[config.mk]
export PLATFORM = sky130hd
export DESIGN_NAME = lfu_frame_table_oldest_tiebreak_core_flat
export DESIGN_NICKNAME = d
export VERILOG_FILES = /design/src/design/lfuft_pkg.sv /design/src/design/lfuft_if.sv /design/src/design/lfuft_store.sv /design/src/design/lfu_frame_table_oldest_tiebreak_core.sv /design/src/flat_wrapper.sv
export SDC_FILE = /design/constraint.sdc
export NUM_CORES = 1
export LEC_CHECK = 0
export CORE_UTILIZATION = 26
export DETAILED_ROUTE_END_ITERATION = 8
export DONT_BUFFER_PORTS = 1
export SYNTH_ARGS = -nofsm -noshare
export SYNTH_HDL_FRONTEND = slang
export SYNTH_HIERARCHICAL = 1
export SYNTH_SLANG_ARGS = --single-unit
export TNS_END_PERCENT = 5
[constraint.sdc]
create_clock -name clk -period 5.84 [get_ports clk]
set_input_delay 0.584 -clock clk [delete_from_list [all_inputs] [get_ports clk]]
set_output_delay 0.584 -clock clk [all_outputs]
set_load 0.05 [all_outputs]
[src/design/lfuft_pkg.sv]
// Shared constants and types for the LFU frame table.
// No dependencies; compiled first.
`default_nettype none

package lfuft_pkg;

  // Configuration register
  localparam int unsigned CFG_BITS = 5;
  localparam logic [CFG_BITS-1:0] CFG_RESET = 5'd16;

  // Command codes of an input item
  localparam logic CMD_RECOMMEND = 1'b0;
  localparam logic CMD_REPORT    = 1'b1;

  // Result kinds
  localparam int unsigned KIND_BITS = 3;
  localparam logic [KIND_BITS-1:0] KIND_HIT    = 3'd0;
  localparam logic [KIND_BITS-1:0] KIND_PLACED = 3'd1;
  localparam logic [KIND_BITS-1:0] KIND_EVICT  = 3'd2;
  localparam logic [KIND_BITS-1:0] KIND_LISTED = 3'd3;
  localparam logic [KIND_BITS-1:0] KIND_EMPTY  = 3'd4;

  // Write enables of the frame store, one per field memory
  typedef struct packed {
    logic id;
    logic votes;
    logic rank;
  } wr_en_t;

endpackage

`default_nettype wire

[src/design/lfuft_if.sv]
// Valid/ready channels for command items and result items.
// Depends on lfuft_pkg.
`default_nettype none

interface lfuft_req_if
  import lfuft_pkg::*;
#(
  parameter int ID_BITS = 8
);
  logic               valid;
  logic               ready;
  logic               cmd;
  logic [ID_BITS-1:0] candidate_id;

  modport source (output valid, cmd, candidate_id, input ready);
  modport sink   (input valid, cmd, candidate_id, output ready);
endinterface

interface lfuft_rsp_if
  import lfuft_pkg::*;
#(
  parameter int ID_BITS   = 8,
  parameter int VOTE_BITS = 16
);
  logic                 valid;
  logic                 ready;
  logic [KIND_BITS-1:0] kind;
  logic [ID_BITS-1:0]   evicted_id;
  logic [ID_BITS-1:0]   listed_id;
  logic [VOTE_BITS-1:0] listed_votes;
  logic                 last;

  modport source (output valid, kind, evicted_id, listed_id, listed_votes, last,
                  input ready);
  modport sink   (input valid, kind, evicted_id, listed_id, listed_votes, last,
                  output ready);
endinterface

`default_nettype wire

[src/design/lfuft_store.sv]
// Frame store: id, vote and age-rank memories, one write port and one
// registered read port each. Depends on lfuft_pkg.
`default_nettype none

module lfuft_store
  import lfuft_pkg::*;
#(
  parameter int FRAMES    = 16,
  parameter int ID_BITS   = 8,
  parameter int VOTE_BITS = 16,
  parameter int IDX_BITS  = 4,
  parameter int RANK_BITS = 4
) (
  input  wire logic                 clk,
  input  wire logic [IDX_BITS-1:0]  rd_addr,
  output logic      [ID_BITS-1:0]   rd_id,
  output logic      [VOTE_BITS-1:0] rd_votes,
  output logic      [RANK_BITS-1:0] rd_rank,
  input  wire wr_en_t               wr_en,
  input  wire logic [IDX_BITS-1:0]  wr_addr,
  input  wire logic [ID_BITS-1:0]   wr_id,
  input  wire logic [VOTE_BITS-1:0] wr_votes,
  input  wire logic [RANK_BITS-1:0] wr_rank
);

  logic [ID_BITS-1:0]   mem_id    [FRAMES];
  logic [VOTE_BITS-1:0] mem_votes [FRAMES];
  logic [RANK_BITS-1:0] mem_rank  [FRAMES];

  // Writes
  always_ff @(posedge clk) begin
    if (wr_en.id) begin
      mem_id[wr_addr] <= wr_id;
    end
    if (wr_en.votes) begin
      mem_votes[wr_addr] <= wr_votes;
    end
    if (wr_en.rank) begin
      mem_rank[wr_addr] <= wr_rank;
    end
  end

  // Registered reads
  always_ff @(posedge clk) begin
    rd_id    <= mem_id[rd_addr];
    rd_votes <= mem_votes[rd_addr];
    rd_rank  <= mem_rank[rd_addr];
  end

endmodule

`default_nettype wire

[src/design/lfu_frame_table_oldest_tiebreak_core.sv]
// LFU frame table with oldest-first tie-break: sequencer, frame scan unit
// and output register. Depends on lfuft_pkg, lfuft_if and lfuft_store.
//
// Use: req carries one command item (recommend candidate_id, or report);
// rsp returns result items; cfg_we/cfg_data write frames_in_use while idle.
// One item is worked at a time; req.ready is high only between items.
// Each item but an empty-table report walks all FRAMES frames through
// one compare unit, one frame per cycle, reading the frame store at the
// walk address. Recommend, hit: walk, decide, result; free frame: walk,
// decide, place, result.
// Recommend with eviction: a second walk renumbers the age ranks
// before the place step.
// Report: one walk per listed id (smallest id above the last one
// listed); an empty table answers without a walk.
// Results sit in an output register: while the receiver stalls, the
// result holds and the sequencer waits; a new item may be accepted while
// the final result of the previous one is still waiting.
// Reset (rst, synchronous) empties the table and sets frames_in_use to 16;
// no clearing pass is needed, frame contents are gated by valid bits.
`default_nettype none

module lfu_frame_table_oldest_tiebreak_core
  import lfuft_pkg::*;
#(
  parameter int FRAMES    = 16,
  parameter int ID_BITS   = 8,
  parameter int VOTE_BITS = 16
) (
  input  wire logic                clk,
  input  wire logic                rst,
  input  wire logic                cfg_we,
  input  wire logic [CFG_BITS-1:0] cfg_data,
  lfuft_req_if.sink                req,
  lfuft_rsp_if.source              rsp
);

  localparam int IDX_BITS  = (FRAMES > 1) ? $clog2(FRAMES) : 1;
  localparam int RANK_BITS = IDX_BITS;
  localparam int CNT_BITS  = $clog2(FRAMES + 1);
  localparam int LIM_BITS  = (CNT_BITS > CFG_BITS) ? CNT_BITS : CFG_BITS;
  localparam logic [IDX_BITS-1:0]  LAST_IDX = IDX_BITS'(FRAMES - 1);
  localparam logic [VOTE_BITS-1:0] VOTE_MAX = '1;
  localparam logic [VOTE_BITS-1:0] VOTE_ONE = VOTE_BITS'(1);
  localparam logic [LIM_BITS-1:0]  FRAMES_W = LIM_BITS'(FRAMES);

  typedef enum logic [7:0] {
    ST_IDLE     = 8'b0000_0001,
    ST_SCAN     = 8'b0000_0010,
    ST_DECIDE   = 8'b0000_0100,
    ST_RANK     = 8'b0000_1000,
    ST_PLACE    = 8'b0001_0000,
    ST_RPT      = 8'b0010_0000,
    ST_RPT_DONE = 8'b0100_0000,
    ST_EMIT     = 8'b1000_0000
  } state_t;

  state_t state;

  // Control
  logic [CFG_BITS-1:0] frames_in_use;
  logic [FRAMES-1:0]   frame_valid;
  logic [CNT_BITS-1:0] occ;
  logic [CNT_BITS-1:0] emitted;
  logic                have_last;

  // Walk: issue address, then compare in the next cycle on registered data
  logic                iss;
  logic [IDX_BITS-1:0] cnt;
  logic                ev_on;
  logic                ev_end;
  logic [IDX_BITS-1:0] ev_idx;

  // Item and search results
  logic [ID_BITS-1:0]   cand;
  logic                 hit_f, free_f, vic_f, best_f;
  logic [IDX_BITS-1:0]  hit_idx, free_idx, vic_idx, slot;
  logic [VOTE_BITS-1:0] hit_votes, vic_votes, best_votes;
  logic [RANK_BITS-1:0] vic_rank;
  logic [ID_BITS-1:0]   vic_id, best_id, last_id;

  // Pending result
  logic [KIND_BITS-1:0] res_kind;
  logic [ID_BITS-1:0]   res_ev;
  logic [ID_BITS-1:0]   res_lid;
  logic [VOTE_BITS-1:0] res_votes;
  logic                 res_last;

  // Output register
  logic                 out_valid;
  logic [KIND_BITS-1:0] out_kind;
  logic [ID_BITS-1:0]   out_ev;
  logic [ID_BITS-1:0]   out_lid;
  logic [VOTE_BITS-1:0] out_votes;
  logic                 out_last;

  // Store ports
  logic [ID_BITS-1:0]   rd_id;
  logic [VOTE_BITS-1:0] rd_votes;
  logic [RANK_BITS-1:0] rd_rank;
  wr_en_t               wr_en;
  logic [IDX_BITS-1:0]  wr_addr;
  logic [VOTE_BITS-1:0] wr_votes;
  logic [RANK_BITS-1:0] wr_rank;

  lfuft_store #(
    .FRAMES    (FRAMES),
    .ID_BITS   (ID_BITS),
    .VOTE_BITS (VOTE_BITS),
    .IDX_BITS  (IDX_BITS),
    .RANK_BITS (RANK_BITS)
  ) u_store (
    .clk      (clk),
    .rd_addr  (cnt),
    .rd_id    (rd_id),
    .rd_votes (rd_votes),
    .rd_rank  (rd_rank),
    .wr_en    (wr_en),
    .wr_addr  (wr_addr),
    .wr_id    (cand),
    .wr_votes (wr_votes),
    .wr_rank  (wr_rank)
  );

  // Compare unit on the frame under evaluation
  logic ev_valid, id_match, vic_better, best_better, rank_above;
  logic table_full, out_free, take_in;
  logic [LIM_BITS-1:0] occ_w, lim_w;
  logic [VOTE_BITS-1:0] hit_next;

  always_comb begin
    ev_valid    = frame_valid[ev_idx];
    id_match    = ev_valid && (rd_id == cand);
    vic_better  = ev_valid && (!vic_f || (rd_votes < vic_votes) ||
                  ((rd_votes == vic_votes) && (rd_rank < vic_rank)));
    best_better = ev_valid && (!have_last || (rd_id > last_id)) &&
                  (!best_f || (rd_id < best_id));
    rank_above  = ev_valid && (rd_rank > vic_rank);
    hit_next    = (hit_votes == VOTE_MAX) ? hit_votes : hit_votes + VOTE_ONE;
  end

  // Effective limit: zero acts as one, above the table acts as the table
  always_comb begin
    occ_w = LIM_BITS'(occ);
    lim_w = LIM_BITS'(frames_in_use);
    table_full = (occ_w >= FRAMES_W) ||
                 ((lim_w != '0) ? (occ_w >= lim_w) : (occ != '0));
  end

  assign out_free = !out_valid || rsp.ready;
  assign take_in  = req.valid && req.ready;

  // Store writes
  always_comb begin
    wr_en    = '0;
    wr_addr  = ev_idx;
    wr_votes = hit_next;
    wr_rank  = rd_rank - RANK_BITS'(1);
    case (state)
      ST_DECIDE: begin
        if (hit_f) begin
          wr_en.votes = 1'b1;
          wr_addr     = hit_idx;
        end
      end
      ST_RANK: begin
        if (ev_on && rank_above) begin
          wr_en.rank = 1'b1;
        end
      end
      ST_PLACE: begin
        wr_en    = '1;
        wr_addr  = slot;
        wr_votes = VOTE_ONE;
        wr_rank  = RANK_BITS'(occ);
      end
      default: begin
      end
    endcase
  end

  // Sequencer
  always_ff @(posedge clk) begin
    if (rst) begin
      state         <= ST_IDLE;
      frames_in_use <= CFG_RESET;
      frame_valid   <= '0;
      occ           <= '0;
      emitted       <= '0;
      have_last     <= 1'b0;
      iss           <= 1'b0;
      cnt           <= '0;
      ev_on         <= 1'b0;
      ev_end        <= 1'b0;
      out_valid     <= 1'b0;
    end else begin
      if (cfg_we) begin
        frames_in_use <= cfg_data;
      end

      // walk address and compare stage
      ev_on  <= iss;
      ev_idx <= cnt;
      ev_end <= iss && (cnt == LAST_IDX);
      if (iss) begin
        if (cnt == LAST_IDX) begin
          iss <= 1'b0;
        end else begin
          cnt <= cnt + IDX_BITS'(1);
        end
      end

      if (rsp.valid && rsp.ready) begin
        out_valid <= 1'b0;
      end

      case (state)
        ST_IDLE: begin
          if (take_in) begin
            cand <= req.candidate_id;
            if (req.cmd == CMD_RECOMMEND) begin
              hit_f  <= 1'b0;
              free_f <= 1'b0;
              vic_f  <= 1'b0;
              cnt    <= '0;
              iss    <= 1'b1;
              state  <= ST_SCAN;
            end else if (occ == '0) begin
              res_kind  <= KIND_EMPTY;
              res_ev    <= '0;
              res_lid   <= '0;
              res_votes <= '0;
              res_last  <= 1'b1;
              state     <= ST_EMIT;
            end else begin
              have_last <= 1'b0;
              emitted   <= '0;
              best_f    <= 1'b0;
              cnt       <= '0;
              iss       <= 1'b1;
              state     <= ST_RPT;
            end
          end
        end

        // hit, first free frame and victim in one walk
        ST_SCAN: begin
          if (ev_on) begin
            if (id_match) begin
              hit_f     <= 1'b1;
              hit_idx   <= ev_idx;
              hit_votes <= rd_votes;
            end
            if (!ev_valid && !free_f) begin
              free_f   <= 1'b1;
              free_idx <= ev_idx;
            end
            if (vic_better) begin
              vic_f     <= 1'b1;
              vic_idx   <= ev_idx;
              vic_votes <= rd_votes;
              vic_rank  <= rd_rank;
              vic_id    <= rd_id;
            end
            if (ev_end) begin
              state <= ST_DECIDE;
            end
          end
        end

        ST_DECIDE: begin
          res_lid  <= '0;
          res_last <= 1'b1;
          if (hit_f) begin
            res_kind  <= KIND_HIT;
            res_ev    <= '0;
            res_votes <= hit_next;
            state     <= ST_EMIT;
          end else if (table_full) begin
            // drop the victim, then close the gap in the ranks
            res_kind  <= KIND_EVICT;
            res_ev    <= vic_id;
            res_votes <= VOTE_ONE;
            frame_valid[vic_idx] <= 1'b0;
            occ   <= occ - CNT_BITS'(1);
            slot  <= (!free_f || (vic_idx < free_idx)) ? vic_idx : free_idx;
            cnt   <= '0;
            iss   <= 1'b1;
            state <= ST_RANK;
          end else begin
            res_kind  <= KIND_PLACED;
            res_ev    <= '0;
            res_votes <= VOTE_ONE;
            slot      <= free_idx;
            state     <= ST_PLACE;
          end
        end

        ST_RANK: begin
          if (ev_on && ev_end) begin
            state <= ST_PLACE;
          end
        end

        ST_PLACE: begin
          frame_valid[slot] <= 1'b1;
          occ   <= occ + CNT_BITS'(1);
          state <= ST_EMIT;
        end

        // smallest id above the last one listed
        ST_RPT: begin
          if (ev_on) begin
            if (best_better) begin
              best_f     <= 1'b1;
              best_id    <= rd_id;
              best_votes <= rd_votes;
            end
            if (ev_end) begin
              state <= ST_RPT_DONE;
            end
          end
        end

        ST_RPT_DONE: begin
          res_kind  <= KIND_LISTED;
          res_ev    <= '0;
          res_lid   <= best_id;
          res_votes <= best_votes;
          res_last  <= (CNT_BITS'(emitted + CNT_BITS'(1)) == occ);
          last_id   <= best_id;
          have_last <= 1'b1;
          emitted   <= emitted + CNT_BITS'(1);
          state     <= ST_EMIT;
        end

        ST_EMIT: begin
          if (out_free) begin
            out_valid <= 1'b1;
            out_kind  <= res_kind;
            out_ev    <= res_ev;
            out_lid   <= res_lid;
            out_votes <= res_votes;
            out_last  <= res_last;
            if (res_last) begin
              state <= ST_IDLE;
            end else begin
              best_f <= 1'b0;
              cnt    <= '0;
              iss    <= 1'b1;
              state  <= ST_RPT;
            end
          end
        end

        default: begin
          state <= ST_IDLE;
        end
      endcase
    end
  end

  assign req.ready        = (state == ST_IDLE);
  assign rsp.valid        = out_valid;
  assign rsp.kind         = out_kind;
  assign rsp.evicted_id   = out_ev;
  assign rsp.listed_id    = out_lid;
  assign rsp.listed_votes = out_votes;
  assign rsp.last         = out_last;

endmodule

`default_nettype wire

[src/flat_wrapper.sv]
// flat-port wrapper written by rule: the top's interface ports become plain ports
module lfu_frame_table_oldest_tiebreak_core_flat import lfuft_pkg::*;
#(
  parameter int FRAMES    = 16,
  parameter int ID_BITS   = 8,
  parameter int VOTE_BITS = 16
)
  (clk, rst, cfg_we, cfg_data, req_valid, req_cmd, req_candidate_id, req_ready, rsp_valid, rsp_kind, rsp_evicted_id, rsp_listed_id, rsp_listed_votes, rsp_last, rsp_ready);
  lfuft_req_if #(.ID_BITS(ID_BITS)) req_i ();
  lfuft_rsp_if #(.ID_BITS(ID_BITS), .VOTE_BITS(VOTE_BITS)) rsp_i ();
  input  wire logic clk;
  input  wire logic rst;
  input  wire logic cfg_we;
  input  wire logic [CFG_BITS-1:0] cfg_data;
  input wire logic [$bits(req_i.valid)-1:0] req_valid;
  input wire logic [$bits(req_i.cmd)-1:0] req_cmd;
  input wire logic [$bits(req_i.candidate_id)-1:0] req_candidate_id;
  output wire logic [$bits(req_i.ready)-1:0] req_ready;
  output wire logic [$bits(rsp_i.valid)-1:0] rsp_valid;
  output wire logic [$bits(rsp_i.kind)-1:0] rsp_kind;
  output wire logic [$bits(rsp_i.evicted_id)-1:0] rsp_evicted_id;
  output wire logic [$bits(rsp_i.listed_id)-1:0] rsp_listed_id;
  output wire logic [$bits(rsp_i.listed_votes)-1:0] rsp_listed_votes;
  output wire logic [$bits(rsp_i.last)-1:0] rsp_last;
  input wire logic [$bits(rsp_i.ready)-1:0] rsp_ready;
  assign req_i.valid = req_valid;
  assign req_i.cmd = req_cmd;
  assign req_i.candidate_id = req_candidate_id;
  assign req_ready = req_i.ready;
  assign rsp_valid = rsp_i.valid;
  assign rsp_kind = rsp_i.kind;
  assign rsp_evicted_id = rsp_i.evicted_id;
  assign rsp_listed_id = rsp_i.listed_id;
  assign rsp_listed_votes = rsp_i.listed_votes;
  assign rsp_last = rsp_i.last;
  assign rsp_i.ready = rsp_ready;
  lfu_frame_table_oldest_tiebreak_core #(.FRAMES(FRAMES), .ID_BITS(ID_BITS), .VOTE_BITS(VOTE_BITS)) u_core (.clk(clk), .rst(rst), .cfg_we(cfg_we), .cfg_data(cfg_data), .req(req_i), .rsp(rsp_i));
endmodule
==> out/metrics.cfg, run 1 <==
[synthesis]
synth_top_area_share = 0.673
synth_ff_type = edfxtp_1
synthDistinctLibCells = 71
syn-cell-area_mm2 = 0.0280
synth.avg_cell_area_um2 = 17.3
ys_seq_area_frac = 0.727
syn_inst = 1621
ys.warnings.count = 6
synth-seq-cells = 704
post-synth-top-area-cell = edfxtp_1
synth_area_leaders = edfxtp_1 (67%), mux4_2 (7.3%), dfxtp_1 (5.4%)
syn_nets = 1691
ys_async_sr_fraction = 0
synth_edf_count = 628

[placement]
dp.cells = 2991
place_ws_ps = 1550
portBuffers = 0
place_congestion = 0.890
post-dp-hpwl_mm = 42.5

[status]
violations = design-rule violations
status = finished with violations

[sta]
rsz0062_at_grt = no
hold_violations = 0
worst_pin_slew_ps = 1290
layout_min_cycle_time_ps = 4350
slew_headroom = 0.137
setup_slack_ps = 1490
clock_skew_ps = 15.9
finalSetupTns_ps = 0
whs_ps = 76.0
max_clock_freq_ghz = 0.230
slew_viol_final = 0
min_period_over_period = 0.744
setup_violations = 0

[die]
core_mm2 = 0.107
chipWidth_um = 330
chipHeight_um = 330
initial_core_util = 0.262
die-area_mm2 = 0.109
ios = 57
rows = 120

[job]
cap_viol_max_count = 0

[critical_path]
cp_slowest_stage_delay_ps = 810
cp_num_buf_inv = 0
r2r_start = u_core/state[0]
cp_slowest_cell = nor2_2
cp.arrival_ps = 4560
path_cells = or4_1 -> nor4_2 -> nand2_1 -> nand3_1 -> nand2_1 -> or2_2 -> nor2_2
cp_data_required_time_ps = 6060
crit_fanout = 21
r2r_slack_ps = 1490
reg2reg_to = u_core/u_store/mem_votes[12][2]
reg2regPathDepth = 7
path_class = reg -> reg
endpoint_kind = register
start_kind = register
crit_cells = 7
critPathMostFrequentCell = nand2_1
cp_top_family = simple AND/OR/NAND/NOR gates

[worst_hold_path]
hold_start = rst
hold_depth = 1
worstHoldEndpoint = u_core/frames_in_use[2]
hold_path_class = in -> reg

[global_route]
grt_antenna_before_repair = 2
grt-ovfl-total = 0
track_usage = 0.117
grt_pass1_wl_mm = 96.2
grt_pass1_vias = 15000
grt_max_degree = 54

[clocking]
htreeDepth = 3
cts_tree = yes
cts_buffer_depth = 3
cts_hold_buf = 0
numCtsBuffers = 70
cts_resized = 0
cts_setup_buffers = 0
root_buffer = clkbuf_16
path_clk_slew_ps = 70
cts.sinks = 704
clock_latency_ps = 600

[layout]
drive_gt1_frac = 0.162
antennaDiodeCount = 0
stdcell_count = 3118
syn_to_final_growth_pct = 14.5
fin_nets = 1730

[routing]
vias = 14600
avgRoutedWirePerCell_um = 20.4
viasPerCell = 4.69
dr.pass1.iters = 7
drt-initial-drc-count = 1470
ant_nets = 0
drcViolationCount = 1
drt_wl_total_mm = 63.6

[power]
ir_worst_vdd_uv = 223
leakage_nw = 10.3
power_density_mw_per_mm2 = 354

[metrics by stage]
stage,area [um^2],utilization,power (W)
finish,32100,0.300,0.0113
detailed placement,29700,0.278,0.00688
floorplan,28000,-,0.00660
global route,32100,0.300,0.0117
global placement,29700,0.278,0.00685
CTS,32100,0.300,0.0115
[power breakdown]
group,leakage (nW),internal [W],switching [W]
Combinational,2.83,0.000421,0.000512
Clock,1.17,0.00273,0.00185
Sequential,6.28,0.00561,0.000225
Total,10.3,0.00876,0.00259
[placed cells by master, fill, tap and decap left out, types with 5 or more instances in the layout]
| master | netlist | layout |
|---|---|---|
| nand2_1 | 107 | 107 |
| bufinv_16 | 0 | 7 |
| o22ai_1 | 10 | 10 |
| and3_1 | 8 | 8 |
| a21o_1 | 10 | 10 |
| xnor2_1 | 20 | 20 |
| mux4_2 | 91 | 91 |
| a21oi_1 | 38 | 36 |
| nand2b_1 | 18 | 18 |
| mux2i_1 | 10 | 10 |
| xor2_1 | 11 | 11 |
| edfxtp_1 | 628 | 628 |
| nor2_1 | 110 | 94 |
| clkbuf_16 | 0 | 74 |
| clkbuf_1 | 37 | 15 |
| clkbuf_8 | 0 | 7 |
| nor2_2 | 0 | 16 |
| a22oi_1 | 62 | 62 |
| clkinv_1 | 1 | 6 |
| o21ai_0 | 40 | 40 |
| clkinv_2 | 0 | 11 |
| o21a_1 | 5 | 5 |
| and2_1 | 13 | 13 |
| nor2b_1 | 12 | 10 |
| a32oi_1 | 9 | 9 |
| nand4_1 | 15 | 15 |
| nor3_1 | 15 | 14 |
| nand3_1 | 32 | 32 |
| ha_1 | 50 | 50 |
| nand3b_1 | 5 | 5 |
| nor4_1 | 11 | 11 |
| mux4_1 | 26 | 26 |
| inv_6 | 0 | 5 |
| inv_1 | 51 | 51 |
| dfxtp_1 | 76 | 74 |
| or4_1 | 8 | 8 |
| buf_4 | 0 | 34 |
[area by class of cell]
type	count	area, um^2
sequential	704	20400
fill	10400	74800
clock inverter	31	354
multi-input combinational	796	7110
inverter	54	215
tap	1403	1760
timing repair buffer	34	255
clock buffer	96	2000
[logic make-up after synthesis]
logic type,Yosys count,share of synthesized area
AOI/OAI and AO/OA,200,0.0471
xor gates and xnor gates,31,0.00969
adders and majority gates,51,0.0230
buffers and inverters,121,0.0224
DFF,704,0.727
muxes,131,0.103
and+or+nand+nor,383,0.0680
[sequential cells by signal, indices dropped and copies added, names as in the netlist, 5 cells and up]
register / count
u_core/cand: 8
u_core/rsp.evicted_id: 8
u_core/rsp.listed_id: 8
u_core/state: 8
u_core/best_id: 8
u_core/u_store/mem_rank: 64
u_core/rsp.listed_votes: 16
u_core/last_id: 8
u_core/res_votes: 16
u_core/hit_votes: 16
u_core/u_store/mem_votes: 256
u_core/best_votes: 16
u_core/u_store/mem_id: 128
u_core/frame_valid: 16
u_core/res_ev: 8
u_core/frames_in_use: 5
u_core/emitted: 5
u_core/u_store/rd_id: 8
u_core/vic_votes: 16
u_core/res_lid: 8
u_core/vic_id: 8
u_core/occ: 5
u_core/u_store/rd_votes: 16
[cell usage after synthesis (3+ instances only)]
| master | count |
|---|---|
| edfxtp_1 | 628 |
| nor2_1 | 110 |
| nand2_1 | 107 |
| mux4_2 | 91 |
| dfxtp_1 | 76 |
| a22oi_1 | 62 |
| inv_1 | 51 |
| ha_1 | 50 |
| o21ai_0 | 40 |
| a21oi_1 | 38 |
| clkbuf_1 | 37 |
| nand3_1 | 32 |
| mux4_1 | 26 |
| xnor2_1 | 20 |
| nand2b_1 | 18 |
| nand4_1 | 15 |
| nor3_1 | 15 |
| and2_1 | 13 |
| nor2b_1 | 12 |
| nor4_1 | 11 |
| xor2_1 | 11 |
| a21o_1 | 10 |
| mux2i_1 | 10 |
| o22ai_1 | 10 |
| a32oi_1 | 9 |
| buf_1 | 9 |
| buf_2 | 9 |
| and3_1 | 8 |
| or4_1 | 8 |
| buf_12 | 7 |
| a31oi_1 | 5 |
| nand3b_1 | 5 |
| o21a_1 | 5 |
| mux2_2 | 4 |
| nor4_2 | 4 |
| a211oi_1 | 3 |
| buf_6 | 3 |
| nand4b_1 | 3 |
| o211ai_1 | 3 |
| or2_2 | 3 |
[worst max path at each step]
| stage | start | end | slack [ps] |
|---|---|---|---|
| finish | u_core/state[0] | u_core/u_store/mem_votes[12][2] | 1490 |
| detailed placement | u_core/state[6] | u_core/u_store/mem_votes[12][4] | 1550 |
| global route | u_core/state[6] | u_core/u_store/mem_votes[12][2] | 1310 |
| global placement | u_core/state[6] | u_core/u_store/mem_votes[4][12] | 1790 |
| floorplan | u_core/state[1] | u_core/rsp.evicted_id[0] | 1650 |
| CTS | u_core/state[0] | u_core/u_store/mem_votes[12][2] | 1520 |
[layer usage]
metal  wire (um)  GRT usage
met5          11          0
met2       32100      0.203
met1       26600      0.151
met4        1190     0.0343
met3        3750     0.0168
No activity file was read; power rests on OpenSTA's default activity.
==> run 2: changes to the inputs <==
==> constraint.sdc (replaced) <==
create_clock -name clk -period 4.4 [get_ports clk]
set_input_delay 0.44 -clock clk [delete_from_list [all_inputs] [get_ports clk]]
set_output_delay 0.44 -clock clk [all_outputs]
set_load 0.05 [all_outputs]
==> run 2 against run 1 <==
  * The flow still finishes with violations (design-rule violations)
  * Count of clock-buffer cells in the layout down 14
  * Sequential share of layout area down 0.31 points
  * Cell count up 1.3%
  * Sequential cell count unchanged
  * Via count up 2.3%
  * Clock skew up 11 ps
  * Worst hold slack worse by 31 ps
  * Combinational power up 41%
  * Maximum frequency up 14%
  * Wire length up 1.5%
  * Critical endpoint is now u_core/u_store/mem_id[1][2]
  * Critical path depth unchanged
==> out/metrics.cfg, run 2 (synthesis gave the netlist of run 1 again) <==
[sta]
worst_pin_slew_ps = 1380  ; +87.6 ps
layout_min_cycle_time_ps = 3810  ; -533 ps
setup_violations = 0  ; unchanged
finalSetupTns_ps = 0  ; unchanged
rsz0062_at_grt = no
slew_viol_final = 0  ; unchanged
hold_violations = 0  ; unchanged
min_period_over_period = 0.867  ; +0.122
setup_slack_ps = 587  ; -907 ps
clock_skew_ps = 27.4  ; +11.5 ps
max_clock_freq_ghz = 0.262  ; +14%
slew_headroom = 0.0779  ; -0.0586

[die]
rows = 120  ; unchanged
initial_core_util = 0.262  ; unchanged
ios = 57  ; unchanged
core_mm2 = 0.107  ; unchanged
chipWidth_um = 330  ; unchanged
die-area_mm2 = 0.109  ; unchanged
chipHeight_um = 330  ; unchanged

[critical_path]
r2r_slack_ps = 590  ; -910 ps
cp_num_buf_inv = 0  ; unchanged
path_class = reg -> reg
reg2regPathDepth = 7  ; unchanged
cp_top_family = simple AND/OR/NAND/NOR gates
path_cells = or4_1 -> nor4_2 -> nand2_1 -> nand3_1 -> nand2_1 -> nand2b_1 -> nor2_1
cp.arrival_ps = 4040  ; -520 ps
cp_slowest_stage_delay_ps = 770  ; -40 ps
r2r_start = u_core/state[0]
crit_cells = 7  ; unchanged
cp_slowest_cell = nor2_1
cp_data_required_time_ps = 4630  ; -1430 ps
critPathLaunch = u_core/state[0]
crit_fanout = 12  ; -43%
start_kind = register
critPathMostFrequentCell = nand2_1
reg2reg_to = u_core/u_store/mem_id[1][2]
endpoint_kind = register
timing.critical_path.to = u_core/u_store/mem_id[1][2]

[global_route]
grt-ovfl-total = 0  ; unchanged
grt_max_degree = 53  ; -1.9%
grt_pass1_vias = 15400  ; +2.9%
grt_pass1_wl_mm = 97.1  ; +0.88%
grt_antenna_before_repair = 0  ; -2
track_usage = 0.118  ; +0.00115

[clocking]
cts.sinks = 704  ; unchanged
cts_buffer_depth = 3  ; unchanged
cts_tree = yes
clock_latency_ps = 620  ; +20 ps
cts_resized = 0  ; unchanged
htreeDepth = 3  ; unchanged
numCtsBuffers = 68  ; -2.9%
path_clk_slew_ps = 60  ; about the same
root_buffer = clkbuf_16

[layout]
regMostFlops = u_core/u_store/mem_votes
final_cell_mix = edfxtp_1 (628), nand2_1 (107), nor2_1 (94)
layout_commonest_cell = edfxtp_1
fillCellCount = 10400  ; +0.19%
top_regs = u_core/u_store/mem_votes: 256 flops, u_core/u_store/mem_id: 128 flops, u_core/u_store/mem_rank: 64 flops
fin_nets = 1771  ; +2.4%
largest_reg_flops = 256  ; unchanged
syn_to_final_growth_pct = 15.0
drive_gt1_frac = 0.167  ; +0.00534

[status]
violations = design-rule violations
status = finished with violations

[placement]
post-dp-hpwl_mm = 42.1  ; -1.1%
place_congestion = 0.824  ; -7.4%
place_ws_ps = 646  ; -906 ps
portBuffers = 0  ; unchanged

[routing]
ant_nets = 0  ; unchanged
drt-initial-drc-count = 1418  ; -3.5%
drcViolationCount = 2  ; +1
vias = 14900  ; +2.3%
avgRoutedWirePerCell_um = 20.4  ; +0.18%
viasPerCell = 4.73  ; +0.95%
dr.pass1.iters = 8  ; +1
drt_wl_total_mm = 64.6  ; +1.5%

[worst_hold_path]
hold_path_class = in -> reg

[job]
cap_viol_max_count = 0  ; unchanged

[power]
leakage_nw = 10.4  ; +0.70%
power_density_mw_per_mm2 = 453  ; +28%
ir_worst_vdd_uv = 240  ; +8.0%

run 2: what timing repair did:
action | in CTS | in global routing
setup buffers | 0 | 0
hold endpoints to repair | 26 | 0
setup endpoints to repair | 0 | 0
hold buffers | 18 | 0
run 2: worst min path at each step:
| stage | startpoint | depth (start not counted) | slack [ps] | to |
|---|---|---|---|---|
| global placement | u_core/res_kind[2] | 0 | 400 | u_core/rsp.kind[2] |
| global route | rst | 2 | 40 | u_core/occ[1] |
| floorplan | u_core/res_ev[0] | 0 | 400 | u_core/rsp.evicted_id[0] |
| CTS | rst | 2 | 0.9 | u_core/occ[3] |
| detailed placement | u_core/res_ev[2] | 0 | 400 | u_core/rsp.evicted_id[2] |
| finish | rst | 2 | 40 | u_core/occ[0] |
run 2: cell type report:
| cell class | instances | area [um^2] | area share |
|---|---|---|---|
| Inverter | 54 | 215 | 0.00668 |
| Tap cell | 1403 | 1760 | 0.0545 |
| Clock inverter | 43 | 324 | 0.0101 |
| Antenna cell | 1 | 2.50 | 0.0000776 |
| Multi-Input combinational cell | 796 | 7110 | 0.221 |
| Clock buffer | 82 | 1800 | 0.0557 |
| Timing Repair Buffer | 77 | 648 | 0.0201 |
| Sequential cell | 704 | 20400 | 0.632 |
run 2: metrics by stage:
stage	power [W]	cell area (um^2)	std cells	hold WS (ps)	util
final	0.0146	32200	3160	44.6	0.302
after detailed placement	0.00915	29900	3016	405	0.280
after global routing	0.0151	32200	3159	35.4	0.302
after CTS	0.0147	32200	3159	0.927	0.302
after floorplan	0.00876	28000	1621	400	-
after global placement	0.00912	29900	3016	403	0.280
run 2: report_power, final:
part           total (W)  internal, W  switching (W)
clock            0.00560      0.00311        0.00249
combinational    0.00132     0.000588       0.000733
sequential       0.00769      0.00744       0.000250
run 2: metal layers:
metal	GRT usage	part of all wire	vias to the layer above
met5	0	0	-
met4	0.0371	0.022	0
met1	0.150	0.41	7774
li1	-	-	6578
met2	0.206	0.51	505
met3	0.0175	0.055	90
==> run 3: changes to the inputs <==
--- a/config.mk
+++ b/config.mk
@@ -5,9 +5,10 @@
 export SDC_FILE = /design/constraint.sdc
 export NUM_CORES = 1
 export LEC_CHECK = 0
-export CORE_UTILIZATION = 26
+export CORE_UTILIZATION = 40
 export DETAILED_ROUTE_END_ITERATION = 8
 export DONT_BUFFER_PORTS = 1
+export RECOVER_POWER = 100
 export SYNTH_ARGS = -nofsm -noshare
 export SYNTH_HDL_FRONTEND = slang
 export SYNTH_HIERARCHICAL = 1
==> run 3 against run 2 <==
  * The flow finishes with violations (max-capacitance violations, max-slew violations)
  * Cell count fell by 15%
  * Clock power rose by 13%
  * Sequential power barely moved
  * Global-route usage rose by 5.3 points
  * Register-to-register slack got worse by 60 ps
  * Worst hold slack improved by 6.6 ps
  * Sequential cell count did not move
  * Final area fell by 1.4%
  * Maximum frequency fell by 1.5%
  * Critical path type unchanged
  * Largest cell class unchanged
==> out/metrics.cfg, run 3 (synthesis gave the netlist of run 1 again) <==
[status]
status = finished with violations
violations = max-capacitance violations, max-slew violations

[sta]
clock_skew_ps = 23.4  ; -4.08 ps
worst_pin_slew_ps = 2570  ; +1190 ps
rsz0062_at_grt = no
max_clock_freq_ghz = 0.258  ; -1.5%
setup_violations = 0  ; unchanged
layout_min_cycle_time_ps = 3870  ; +58.4 ps
min_period_over_period = 0.880  ; +0.0133
whs_ps = 51.2  ; +6.59 ps
setup_slack_ps = 529  ; -58.4 ps
finalSetupTns_ps = 0  ; unchanged
hold_violations = 0  ; unchanged
slew_viol_final = 71  ; +71
slew_headroom = -0.714  ; -0.792

[critical_path]
cp.arrival_ps = 4100  ; +60 ps
crit_fanout = 12  ; unchanged
start_kind = register
endpoint_kind = register
cp_data_required_time_ps = 4630  ; about the same
path_class = reg -> reg

[power]
ir_worst_vdd_uv = 251  ; +4.4%
fin_total_pwr_w = 0.0153  ; +4.6%
leakage_nw = 10.4  ; +0.47%
power_density_mw_per_mm2 = 481  ; +6.1%

[die]
core_mm2 = 0.0689  ; -36%
ios = 57  ; unchanged
die-area_mm2 = 0.0711  ; -35%
chipHeight_um = 267  ; -19%
chipWidth_um = 267  ; -19%
rows = 96  ; -20%
initial_core_util = 0.406  ; +0.144

[worst_hold_path]
hold_path_class = in -> reg

[routing]
drt_wl_total_mm = 59.7  ; -7.6%
avgRoutedWirePerCell_um = 22.2  ; +8.8%
drt-initial-drc-count = 1177  ; -17%
dr.pass1.iters = 5  ; -3
viasPerCell = 5.47  ; +16%
ant_nets = 0  ; unchanged
vias = 14700  ; -1.8%
drcViolationCount = 0  ; -2

[clocking]
cts.sinks = 704  ; unchanged
root_buffer = clkbuf_16
clock_latency_ps = 620  ; about the same
path_clk_slew_ps = 60  ; about the same
htreeDepth = 3  ; unchanged
cts_buffer_depth = 3  ; unchanged
cts_tree = yes
numCtsBuffers = 70  ; +2.9%
cts_setup_buffers = 0  ; unchanged

[layout]
layout_commonest_cell = edfxtp_1
antennaDiodeCount = 0  ; -1
regMostFlops = u_core/u_store/mem_votes
fillCellCount = 5868  ; -44%
fin_nets = 1766  ; -0.28%
largest_reg_flops = 256  ; unchanged
syn_to_final_growth_pct = 13.4
top_regs = u_core/u_store/mem_votes: 256 flops, u_core/u_store/mem_id: 128 flops, u_core/u_store/mem_rank: 64 flops
drive_gt1_frac = 0.154  ; -0.0128
final_cell_mix = edfxtp_1 (628), nand2_1 (107), nor2_1 (96)

[global_route]
grt-ovfl-total = 0  ; unchanged
grt_pass1_wl_mm = 91.6  ; -5.6%
grt_antenna_before_repair = 0  ; unchanged
grt_pass1_vias = 14900  ; -3.2%
grt_max_degree = 55  ; +3.8%
track_usage = 0.172  ; +0.0535

[job]
cap_viol_max_count = 2  ; +2

[placement]
place_ws_ps = 814  ; +168 ps
portBuffers = 0  ; unchanged
place_congestion = 0.878  ; +6.5%
post-dp-hpwl_mm = 38.5  ; -8.5%

## run 3: changes by cell type in the layout (fill, tap and decap cells not counted), moves of 8 or more
cell	previous run	this run
and2_0	0	8
and2_1	13	5
buf_4	57	17
bufinv_16	3	13
clkbuf_1	11	23
clkbuf_2	0	16
## run 3: cell type report
class / instances / area (um^2) / share of cell area
sequential: 704 / 20400 / 0.641
clock inverter: 48 / 628 / 0.0198
clock buffer: 81 / 1820 / 0.0574
inverter: 54 / 215 / 0.00677
timing repair buffer: 70 / 510 / 0.0161
tap: 931 / 1160 / 0.0367
multi-input combinational: 796 / 7050 / 0.222
## run 3: worst max-delay path: stages (launching register included)
cell and delay (ps):
dfxtp_1 330, or4_1 690, nor4_1 600, nand2_1 300, nand3_1 150, nand2_1 110, or2_1 600, nor2_1 700
## run 3: per-layer routing
layer | up-vias | GRT usage | part of all wire | wire length (um)
li1 | 6570 | - | - | -
met1 | 7482 | 0.241 | 0.44 | 26200
met2 | 521 | 0.269 | 0.47 | 28000
met3 | 98 | 0.0305 | 0.067 | 3990
met4 | 0 | 0.0606 | 0.025 | 1480
met5 | - | 0 | 0 | 0
## run 3: through the flow
step	utilization	instances	instance area, um^2
floorplan	-	1621	28000
global placement	0.425	2534	29300
detailed placement	0.425	2534	29300
CTS	0.463	2684	31900
global route	0.461	2684	31800
finish	0.461	2684	31800
## run 3: timing repair
item,CTS,global route
hold buffers,21,0
gates resized for setup,0,0
hold endpoints to repair,28,0
## run 3: path summary, 6_finish.rpt
path	startpoint	endpoint	slack, ps	cells past startpoint
min	rst	u_core/occ[4]	50	2
min reg2reg	u_core/res_votes[4]	u_core/rsp.listed_votes[4]	410	0
max	u_core/state[6]	u_core/u_store/mem_id[4][6]	530	7
max reg2reg	u_core/state[6]	u_core/u_store/mem_id[4][6]	530	7
## run 3: where the power goes
group / internal (W) / total [W] / switching, W / leakage [nW]
sequential: 0.00745 / 0.00769 / 0.000237 / 6.28
clock: 0.00377 / 0.00630 / 0.00253 / 1.21
combinational: 0.000574 / 0.00129 / 0.000720 / 2.91
